<file path="src/rtl/core/timestamped_sample_fifo_top_defines.svh">
// ----------------------------------------------------------------------------
// Timestamped sample FIFO - assertion macros
// Shared property wrappers; all checks run on clk and are held off during rst.
// ----------------------------------------------------------------------------
`ifndef TIMESTAMPED_SAMPLE_FIFO_TOP_DEFINES_SVH
`define TIMESTAMPED_SAMPLE_FIFO_TOP_DEFINES_SVH

// Same-cycle implication
`define TSF_CHECK(lbl, ante, cons, msg) \
  lbl: assert property (@(posedge clk) disable iff (rst) (ante) |-> (cons)) \
    else $error(msg);

// Next-cycle implication
`define TSF_CHECK_NEXT(lbl, ante, cons, msg) \
  lbl: assert property (@(posedge clk) disable iff (rst) (ante) |=> (cons)) \
    else $error(msg);

`endif

</file>
<file path="src/rtl/core/tsf_pkg.sv">
// ----------------------------------------------------------------------------
// Timestamped sample FIFO - package
// Payload structs, command and status codes, default sizes.
// ----------------------------------------------------------------------------
package tsf_pkg;

  localparam int CAPACITY_DEF = 1024;
  localparam int MAX_READ_DEF = 64;

  localparam logic [31:0] PERIOD_RESET = 32'd89478;

  // Command kinds
  localparam logic [1:0] KIND_HEADER = 2'd0;
  localparam logic [1:0] KIND_SAMPLE = 2'd1;
  localparam logic [1:0] KIND_READ   = 2'd2;

  // Result status codes
  localparam logic [1:0] STAT_ACCEPTED = 2'd0;
  localparam logic [1:0] STAT_DROPPED  = 2'd1;
  localparam logic [1:0] STAT_SAMPLE   = 2'd2;
  localparam logic [1:0] STAT_EMPTY    = 2'd3;

  typedef struct packed {
    logic [1:0]  kind;
    logic [15:0] block_count;
    logic [63:0] start_time;
    logic [31:0] sample_value;
    logic [6:0]  read_max;
  } in_item_t;

  typedef struct packed {
    logic [1:0]  status;
    logic [31:0] sample_out;
    logic [63:0] sample_time;
    logic        last;
    logic [10:0] available;
    logic [31:0] dropped_total;
    logic [15:0] last_block_size;
  } out_item_t;

  // Result control from the controller to the output formatter
  typedef struct packed {
    logic       strobe;
    logic       from_ram;
    logic [1:0] status;
    logic       last;
  } resp_t;

endpackage

</file>
<file path="src/rtl/core/tsf_ctrl.sv">
// ----------------------------------------------------------------------------
// Timestamped sample FIFO - controller
// Pointers, block admission, time stamping and the read sequencer.
// ----------------------------------------------------------------------------
`include "timestamped_sample_fifo_top_defines.svh"

module tsf_ctrl #(
  parameter int CAPACITY = tsf_pkg::CAPACITY_DEF,
  parameter int MAX_READ = tsf_pkg::MAX_READ_DEF,
  localparam int AW = $clog2(CAPACITY),
  localparam int PW = $clog2(2 * CAPACITY)
) (
  input  logic              clk,
  input  logic              rst,
  input  logic              start,
  output logic              busy,
  input  tsf_pkg::in_item_t cmd,
  input  logic              cfg_wr_en,
  input  logic [31:0]       cfg_wr_data,
  output logic              wr_en,
  output logic [AW-1:0]     wr_addr,
  output logic [31:0]       wr_value,
  output logic [63:0]       wr_time,
  output logic              rd_en,
  output logic [AW-1:0]     rd_addr,
  output tsf_pkg::resp_t    resp,
  output logic [10:0]       avail,
  output logic [31:0]       dropped_total,
  output logic [15:0]       last_block_size
);

  localparam int SPAN = 2 * CAPACITY;
  localparam int CW   = (PW > 16) ? PW : 16;
  localparam int NW   = (PW > 7) ? PW : 7;

  typedef enum logic [1:0] {
    ST_IDLE = 2'b01,
    ST_READ = 2'b10
  } state_t;

  state_t        state;
  logic [PW-1:0] wr_ptr;
  logic [PW-1:0] cm_ptr;
  logic [PW-1:0] rd_ptr;
  logic [15:0]   blk_left;
  logic          blk_drop;
  logic [63:0]   run_time;
  logic [31:0]   drop_cnt;
  logic [15:0]   blk_size;
  logic [31:0]   period;
  logic [6:0]    rd_left;
  logic [PW-1:0] rd_avail;

  logic          accept;
  logic [PW-1:0] occ;
  logic [PW-1:0] space;
  logic          too_big;
  logic [32:0]   drop_sum;
  logic [31:0]   drop_next;
  logic [63:0]   run_time_next;
  logic [6:0]    want;
  logic [6:0]    n_rd;

  function automatic logic [PW-1:0] ptr_next(input logic [PW-1:0] p);
    return (p == PW'(SPAN - 1)) ? '0 : p + PW'(1);
  endfunction

  function automatic logic [AW-1:0] ptr_slot(input logic [PW-1:0] p);
    return (p >= PW'(CAPACITY)) ? AW'(p - PW'(CAPACITY)) : AW'(p);
  endfunction

  always_comb begin
    accept = start && !busy;

    // committed minus read, modulo the pointer span
    if (cm_ptr >= rd_ptr) begin
      occ = cm_ptr - rd_ptr;
    end else begin
      occ = PW'(({1'b0, cm_ptr} + (PW+1)'(SPAN)) - {1'b0, rd_ptr});
    end
    space   = PW'(CAPACITY) - occ;
    too_big = CW'(cmd.block_count) > CW'(space);

    drop_sum  = {1'b0, drop_cnt} + 33'(cmd.block_count);
    drop_next = drop_sum[32] ? '1 : drop_sum[31:0];

    run_time_next = run_time + {32'b0, period};

    if (cmd.read_max == '0) begin
      want = 7'd1;
    end else if (cmd.read_max > 7'(MAX_READ)) begin
      want = 7'(MAX_READ);
    end else begin
      want = cmd.read_max;
    end
    n_rd = (NW'(occ) < NW'(want)) ? 7'(occ) : want;
  end

  assign busy = (state != ST_IDLE);

  assign wr_en    = accept && (cmd.kind == tsf_pkg::KIND_SAMPLE) && (blk_left != '0)
                    && !blk_drop;
  assign wr_addr  = ptr_slot(wr_ptr);
  assign wr_value = cmd.sample_value;
  assign wr_time  = run_time_next;

  assign rd_en   = (state == ST_READ);
  assign rd_addr = ptr_slot(rd_ptr);

  assign avail           = resp.from_ram ? 11'(rd_avail) : 11'(occ);
  assign dropped_total   = drop_cnt;
  assign last_block_size = blk_size;

  always_ff @(posedge clk) begin
    if (rst) begin
      state    <= ST_IDLE;
      wr_ptr   <= '0;
      cm_ptr   <= '0;
      rd_ptr   <= '0;
      blk_left <= '0;
      blk_drop <= 1'b0;
      run_time <= '0;
      drop_cnt <= '0;
      blk_size <= '0;
      period   <= tsf_pkg::PERIOD_RESET;
      rd_left  <= '0;
      rd_avail <= '0;
      resp     <= '0;
    end else begin
      resp <= '0;
      if (cfg_wr_en) begin
        period <= cfg_wr_data;
      end
      case (state)
        ST_IDLE: begin
          if (accept) begin
            case (cmd.kind)
              tsf_pkg::KIND_HEADER: begin
                // an unfinished block is abandoned here
                blk_size <= cmd.block_count;
                blk_left <= cmd.block_count;
                wr_ptr   <= cm_ptr;
                if (too_big) begin
                  drop_cnt <= drop_next;
                  blk_drop <= 1'b1;
                  resp     <= '{strobe: 1'b1, from_ram: 1'b0,
                                status: tsf_pkg::STAT_DROPPED, last: 1'b1};
                end else begin
                  blk_drop <= 1'b0;
                  run_time <= cmd.start_time;
                  resp     <= '{strobe: 1'b1, from_ram: 1'b0,
                                status: tsf_pkg::STAT_ACCEPTED, last: 1'b1};
                end
              end
              tsf_pkg::KIND_SAMPLE: begin
                if (blk_left != '0) begin
                  blk_left <= blk_left - 16'd1;
                  if (!blk_drop) begin
                    run_time <= run_time_next;
                    wr_ptr   <= ptr_next(wr_ptr);
                    if (blk_left == 16'd1) begin
                      cm_ptr <= ptr_next(wr_ptr);
                    end
                  end
                end
              end
              tsf_pkg::KIND_READ: begin
                if (occ == '0) begin
                  resp <= '{strobe: 1'b1, from_ram: 1'b0,
                            status: tsf_pkg::STAT_EMPTY, last: 1'b1};
                end else begin
                  rd_left  <= n_rd;
                  rd_avail <= occ - PW'(n_rd);
                  state    <= ST_READ;
                end
              end
              default: ;
            endcase
          end
        end
        ST_READ: begin
          // one RAM read per cycle, data shows on the result port next cycle
          rd_ptr  <= ptr_next(rd_ptr);
          rd_left <= rd_left - 7'd1;
          resp    <= '{strobe: 1'b1, from_ram: 1'b1,
                       status: tsf_pkg::STAT_SAMPLE, last: (rd_left == 7'd1)};
          if (rd_left == 7'd1) begin
            state <= ST_IDLE;
          end
        end
        default: begin
          state <= ST_IDLE;
        end
      endcase
    end
  end

  `TSF_CHECK(a_occ_bound, 1'b1, occ <= PW'(CAPACITY), "occupancy above capacity")
  `TSF_CHECK(a_read_nonempty, state == ST_READ, cm_ptr != rd_ptr, "read from empty queue")
  `TSF_CHECK_NEXT(a_read_ends, (state == ST_READ) && (rd_left == 7'd1), state == ST_IDLE, "read did not finish")
  `TSF_CHECK_NEXT(a_hdr_result, accept && (cmd.kind == tsf_pkg::KIND_HEADER), resp.strobe && resp.last && !resp.from_ram, "header gave no result")

endmodule

</file>
<file path="config.mk">
export PLATFORM = sky130hd
export DESIGN_NAME = tsf_ctrl
export DESIGN_NICKNAME = d
export VERILOG_FILES = /design/src/rtl/core/tsf_pkg.sv /design/src/rtl/core/tsf_ctrl.sv
export VERILOG_INCLUDE_DIRS = /design/src /design/src/rtl/core
export SDC_FILE = /design/constraint.sdc
export NUM_CORES = 1
export LEC_CHECK = 0
export BUFFER_PORTS_ARGS = -buffer_cell sky130_fd_sc_hd__buf_2
export CAP_MARGIN = 20
export CORE_MARGIN = 2
export CORE_UTILIZATION = 57
export CTS_BUF_LIST = sky130_fd_sc_hd__clkbuf_8
export DETAILED_ROUTE_END_ITERATION = 6
export HOLD_SLACK_MARGIN = 0.05
export PLACE_DENSITY = 0.84
export SETUP_SLACK_MARGIN = 0.02
export SYNTH_ARGS = -nofsm -noshare
export SYNTH_HDL_FRONTEND = slang
export SYNTH_SLANG_ARGS = --single-unit
</file>
<file path="constraint.sdc">
create_clock -name clk -period 5.9 [get_ports clk]
set_input_delay 1.77 -clock clk [delete_from_list [all_inputs] [get_ports clk]]
set_output_delay 1.77 -clock clk [all_outputs]
set_load 0.01 [all_outputs]
</file>
==> results of run 1 <==
-- logic make-up (layout without fill, tap and decap cells) --
kind of cell / Yosys count / after routing / share of synthesized area
AND/OR/NAND/NOR: 717 / 717 / 0.2204
AO/OA/AOI/OAI: 540 / 540 / 0.2374
buffers and inverters: 240 / 438 / 0.07193
flip-flops: 219 / 219 / 0.2816
XOR/XNOR: 117 / 117 / 0.06630
adder cells (fa/ha/maj): 95 / 95 / 0.07828
multiplexers: 67 / 67 / 0.04404
other: 0 / 2 / 0
-- routing by layer --
layer	vias to the layer above	global-route usage
met1	7298	0.3853
met2	727	0.5031
li1	7494	-
met3	135	0.06180
met5	-	0
met4	6	0.1271
-- worst max-delay path by stage --
stage,cells after the start,to,slack (ns),from
floorplan,19,rd_avail[9],0.74,cmd[6]
global placement,20,rd_avail[10],0.24,cmd[6]
detailed placement,20,rd_avail[10],0.21,cmd[6]
CTS,12,wr_time[56],0.04,period[9]
global route,12,wr_time[56],0.02,run_time[7]
finish,12,wr_time[56],0.14,run_time[7]
-- worst reg2reg max path: cells and delay by family (launching register included) --
family / cells / cell delay, ns
buf+inv: 3 / 0.33
compound gates: 7 / 1.40
xor+xnor: 2 / 0.33
mux: 2 / 0.56
flops: 1 / 0.43
simple gates: 6 / 0.73
fa+ha+maj: 5 / 1.54
-- cell usage in the layout (no fill, tap or decap), drive strengths merged, types with 22 or more instances in the layout --
master,count
a211oi,43
a21o,47
a21oi,130
a31oi,52
and2,22
and3,45
buf,308
clkbuf,50
dfxtp,219
ha,91
inv,67
mux2i,55
nand2,220
nand3,55
nand4,24
nor2,194
nor3,46
o21ai,96
xnor2,75
xor2,42
-- stage by stage --
step	std cells	instance area (um2)	setup WS [ns]	hold slack, ns	util
3_5_place_dp	2456	16720	0.2112	0.4430	0.6222
6_report	2536	17630	0.1373	0.4498	0.6561
5_1_grt	2535	17630	0.01937	0.4640	0.6560
2_1_floorplan	1995	15570	0.7368	0.4362	-
4_1_cts	2526	17560	0.03606	0.4517	0.6534
3_3_place_gp	2456	16720	0.2401	0.4385	0.6222
-- flip-flops by register name, indices dropped and copies added, names as in the netlist --
| register | flops |
|---|---|
| blk_drop | 1 |
| blk_left | 16 |
| cm_ptr | 11 |
| dropped_total | 32 |
| last_block_size | 16 |
| period | 32 |
| rd_avail | 11 |
| rd_left | 7 |
| rd_ptr | 11 |
| resp | 5 |
| run_time | 64 |
| state | 2 |
| wr_ptr | 11 |
-- repair_timing --
item | in CTS | in global routing
resized for setup | 0 | 2
setup endpoints to repair | 0 | 7
buffers inserted | 0 | 8
-- area by class of cell --
cell class                      instances  area share
Multi-Input combinational cell       1536      0.5731
Sequential cell                       219      0.2486
Timing Repair Buffer                  308     0.09338
Clock buffer                           50     0.03903
Tap cell                              341     0.02420
Inverter                               60     0.01277
Clock inverter                         20    0.008586
Antenna cell                            2   0.0002838
-- power by group --
| part | internal, mW | switching, mW | total, mW |
|---|---|---|---|
| Sequential | 1.55 | 0.0716 | 1.62 |
| Combinational | 0.333 | 0.504 | 0.837 |
| Clock | 0.853 | 0.668 | 1.52 |
| Total | 2.74 | 1.24 | 3.98 |
==> flow_summary.json, run 1 <==
{
  "status": "completed",
  "vias": 15660,
  "slowest_delay_ns": 0.38,
  "drcViolationCount": 0,
  "yosys_warnings": 0,
  "clock_latency_ns": 0.55,
  "fin_setup_tns_ns": 0,
  "p_leak_nw": 7.915,
  "viasPerCell": 6.175,
  "crit_slowest_cell": "ha_1",
  "yosys_most_used_dff": "dfxtp_1",
  "fmax_ghz": 0.1735,
  "min_to": "last_block_size[11]",
  "die_x_um": 169.3,
  "clock_skew_ns": 0.01953,
  "synth_common_cells": "219 x dfxtp_1, 219 x nand2_1, 194 x nor2_1",
  "yosys-top-cells-area": "dfxtp_1 28%, ha_1 7.3%, nand2_1 5.3%",
  "p_per_area_nw_per_um2": 225.8,
  "r2r_slack_ns": 0.46,
  "ys_types": 90,
  "yosys.area.top_type": "dfxtp_1",
  "drv_cap": 0,
  "relSlewSlack": 0.2808,
  "dr.pass1.iters": 5,
  "finalCriticalPeriod_ns": 5.763,
  "clk_pin_slew_ns": 0.06,
  "wl_met3_um": 3934,
  "syn_area_um2": 15570,
  "r2r_cells": 25,
  "grt_usage": 0.3036,
  "grt_pass1_wl_um": 72220,
  "cts_tree": "yes",
  "setup_viol": 0,
  "hp-start": "last_block_size[11]",
  "cp.buffers_inverters": 2,
  "hp-class": "reg2reg",
  "path_max_fanout": 14,
  "drive_gt1_frac": 0.1943,
  "wl_met1_um": 18940,
  "crit_family": "compound AO/OA/AOI/OAI gates",
  "clk_path_buf_depth": 3,
  "ys_ff_latch": 219,
  "multi_input_area_um2": 10110,
  "cts_buffers": 39,
  "synth_top_area_share": 0.2816,
  "core_region_area_um2": 26880,
  "drt_iter0_markers": 1236,
  "die_area_um2": 28650,
  "seq_area_um2": 4384,
  "crit_required_ns": 4.13,
  "rsz0062_at_grt": "no",
  "dieHeight_um": 169.3,
  "htreeDepth": 2,
  "yosysSeqAreaShare": 0.2816,
  "tightest_slew_ns": 1.075,
  "start_kind": "register",
  "cts_root_buf": "clkbuf_8",
  "gr-total-overflow": 0,
  "synth_edf_count": 0,
  "wl_per_cell_um": 18.03,
  "hold_buffers": 0,
  "start_util": 0.5793,
  "highest_layer": "met5",
  "cts_sinks": 219,
  "avgSynthCellArea_um2": 7.804,
  "synthCells": 1995,
  "rows": 60,
  "hold_viol_final": 0,
  "ys_async_sr_fraction": 0,
  "finalNetCount": 2416,
  "crit_chain": "ha_1, and3_2, and4_1, or3b_1, a21o_1, a211oi_4, o211ai_4, a2111oi_4, buf_6, nand2_1, xnor2_1, buf_2",
  "grt_max_degree": 95,
  "routabilityCongestion": 0.9556,
  "total_power_mw": 3.981,
  "end_kind": "primary output",
  "worstSetupPathType": "reg2out",
  "ir_drop_uv": 187.2,
  "post-route-period-util": 0.9767,
  "dr_wl_met2_um": 20990,
  "num_io_pins": 340,
  "rr_startpoint": "rd_ptr[0]",
  "nFillCells": 2331,
  "min_path_cells": 2,
  "synth_nets": 2247,
  "grt_pass1_vias": 14480,
  "drv_slew": 0,
  "syn_to_final_growth_pct": 13.26,
  "reg2reg_to": "rd_avail[8]",
  "antenna_found_initial": 5,
  "hpwl_um": 33300,
  "critPathArrivalTime_ns": 3.99,
  "portBuffers": 275,
  "drt-total-wl_um": 45730,
  "antenna_left": 0
}
(Power assumes the default switching activity.)
==> run 2: changes to the inputs <==
--- a/config.mk
+++ b/config.mk
@@ -6,11 +6,12 @@
 export SDC_FILE = /design/constraint.sdc
 export NUM_CORES = 1
 export LEC_CHECK = 0
-export BUFFER_PORTS_ARGS = -buffer_cell sky130_fd_sc_hd__buf_2
+export BUFFER_PORTS_ARGS = -buffer_cell sky130_fd_sc_hd__buf_4
 export CAP_MARGIN = 20
 export CORE_MARGIN = 2
 export CORE_UTILIZATION = 57
 export CTS_BUF_LIST = sky130_fd_sc_hd__clkbuf_8
+export CTS_CLUSTER_DIAMETER = 100
 export DETAILED_ROUTE_END_ITERATION = 6
 export HOLD_SLACK_MARGIN = 0.05
 export PLACE_DENSITY = 0.84
==> flow_summary.json, run 2 (synthesized netlist as in run 1, its figures left out) <==
{
  "hpwl_um": 34030,
  "clk_pin_slew_ns": 0.06,
  "finalCriticalPeriod_ns": 5.743,
  "power_switching_share": 0.3081,
  "drive_gt1_frac": 0.1921,
  "syn_to_final_growth_pct": 17.68,
  "status": "completed",
  "worstSetupPathType": "reg2out",
  "start_kind": "register",
  "crit_required_ns": 4.13,
  "clock_latency_ns": 0.55,
  "cts_root_buf": "clkbuf_8",
  "wl_per_cell_um": 18.28,
  "p_sw_mw": 1.249,
  "end_kind": "primary output",
  "reg2reg_to": "rd_avail[10]",
  "final_cell_mix": "306 x buf_4, 219 x nand2_1, 219 x dfxtp_1, 194 x nor2_1, 128 x a21oi_1",
  "r2r_cells": 26,
  "slowest_delay_ns": 0.40,
  "crit_slowest_cell": "ha_1",
  "grt_usage": 0.3109,
  "antenna_found_initial": 0,
  "drv_slew": 0,
  "diodes": 0,
  "routabilityCongestion": 0.9651,
  "final_common_cell": "buf_4",
  "grt_pass1_wl_um": 73720,
  "crit_chain": "ha_1, and3_2, and4_1, or3b_1, a21o_1, a211oi_4, o211ai_4, a2111oi_4, buf_4, nand2_2, xnor2_1, buf_4",
  "rsz0062_at_grt": "yes",
  "relSlewSlack": 0.2921,
  "path_max_fanout": 8,
  "tightest_slew_ns": 1.058,
  "min_path_cells": 2,
  "final_cell_area_um2": 18320,
  "p_leak_nw": 8.075,
  "drv_cap": 0,
  "largest_reg_flops": 64,
  "final_util": 0.6817,
  "clk_path_buf_depth": 3,
  "dieHeight_um": 169.3,
  "p_int_mw": 2.804,
  "core_region_area_um2": 26880,
  "antenna_left": 0,
  "die_x_um": 169.3,
  "cts_buffers": 40,
  "setup_viol": 0,
  "start_util": 0.5793,
  "fin_setup_tns_ns": 0,
  "drt-total-wl_um": 46410,
  "rr_startpoint": "rd_ptr[0]",
  "crit_family": "compound AO/OA/AOI/OAI gates",
  "die_area_um2": 28650,
  "htreeDepth": 2,
  "power_frac_seq": 0.400,
  "critPathArrivalTime_ns": 3.97,
  "grt_max_degree": 89,
  "clock_skew_ns": 0.02866,
  "pwr-share-comb": 0.222,
  "hp-start": "last_block_size[15]",
  "cp.buffers_inverters": 2,
  "hp-class": "reg2reg",
  "drt_iter0_markers": 1215,
  "clkPwrFrac": 0.377,
  "fmax_ghz": 0.1741,
  "post-route-period-util": 0.9734,
  "ir_drop_uv": 167.5,
  "p_per_area_nw_per_um2": 221.2,
  "cts_tree": "yes",
  "dr.pass1.iters": 5,
  "vias": 15634,
  "top_register": "run_time",
  "portBuffers": 275,
  "hold_viol_final": 0,
  "path_common_cell": "buf_4",
  "rows": 60,
  "place_area_um2": 17420,
  "viasPerCell": 6.160,
  "cts_sinks": 219,
  "r2r_slack_ns": 0.45,
  "drcViolationCount": 0,
  "grt_pass1_vias": 14719,
  "gr-total-overflow": 0,
  "min_to": "last_block_size[15]",
  "num_io_pins": 340,
  "finalNetCount": 2417
}
[run 2: changes by cell type in the layout (fill, tap and decap cells not counted), moves of 2 or more]
cell	previous run	this run
buf_4	31	306
buf_2	274	0
inv_1	66	74
clkbuf_8	50	47
diode_2	2	0
[run 2: cell type report]
cell class,instances,area (um2)
fill,2242,8554
sequential,219,4384
tap,341,426.7
multi-input combinational,1536,10110
inverter,60,225.2
clock buffer,47,646.9
clock inverter,27,198.9
timing repair buffer,308,2328
[run 2: tightest hold or removal path, cell delays in order (launching register included)]
cell     delay, ns
dfxtp_1       0.31
nand2_1       0.05
a21oi_1       0.05
[run 2: worst max-delay path by stage]
stage | depth (start not counted) | from | slack (ns) | end
2_1_floorplan | 19 | cmd[6] | 0.74 | rd_avail[9]
3_5_place_dp | 20 | cmd[6] | 0.25 | rd_avail[10]
5_1_grt | 26 | rd_ptr[0] | 0.002 | rd_avail[10]
3_3_place_gp | 20 | cmd[6] | 0.31 | rd_avail[10]
4_1_cts | 12 | run_time[9] | 0.11 | wr_time[56]
6_report | 12 | run_time[9] | 0.16 | wr_time[62]
[run 2: timing repair]
action                                  in CTS  in global routing
pin swaps                                    1                  3
resized for setup                            0                  1
endpoints found under the setup margin       5                 28
hold buffers                                 0                  0
buffers inserted                             2                  5
[run 2: power groups by stage]
stage	Clock, mW	Combinational [mW]	Sequential [mW]
after floorplan	0	0.591	1.63
after global placement	0	0.869	1.65
after detailed placement	0	0.885	1.65
after CTS	1.55	0.892	1.62
after global routing	1.62	0.982	1.63
final	1.53	0.901	1.62
[run 2: stage by stage]
| step | hold WS [ns] | setup slack (ns) | cells | total power [mW] |
|---|---|---|---|---|
| 2_1_floorplan | 0.4362 | 0.7368 | 1995 | 2.224 |
| 3_3_place_gp | 0.4418 | 0.3130 | 2457 | 2.517 |
| 3_5_place_dp | 0.4488 | 0.2507 | 2457 | 2.536 |
| 4_1_cts | 0.4570 | 0.1069 | 2533 | 4.064 |
| 5_1_grt | 0.4772 | 0.001977 | 2538 | 4.232 |
| 6_report | 0.4545 | 0.1569 | 2538 | 4.053 |
[run 2: layer usage]
metal,wire [um],track usage
met1,19290,0.3943
met2,21730,0.5242
met3,3801,0.05527
met4,1587,0.1249
met5,0,0
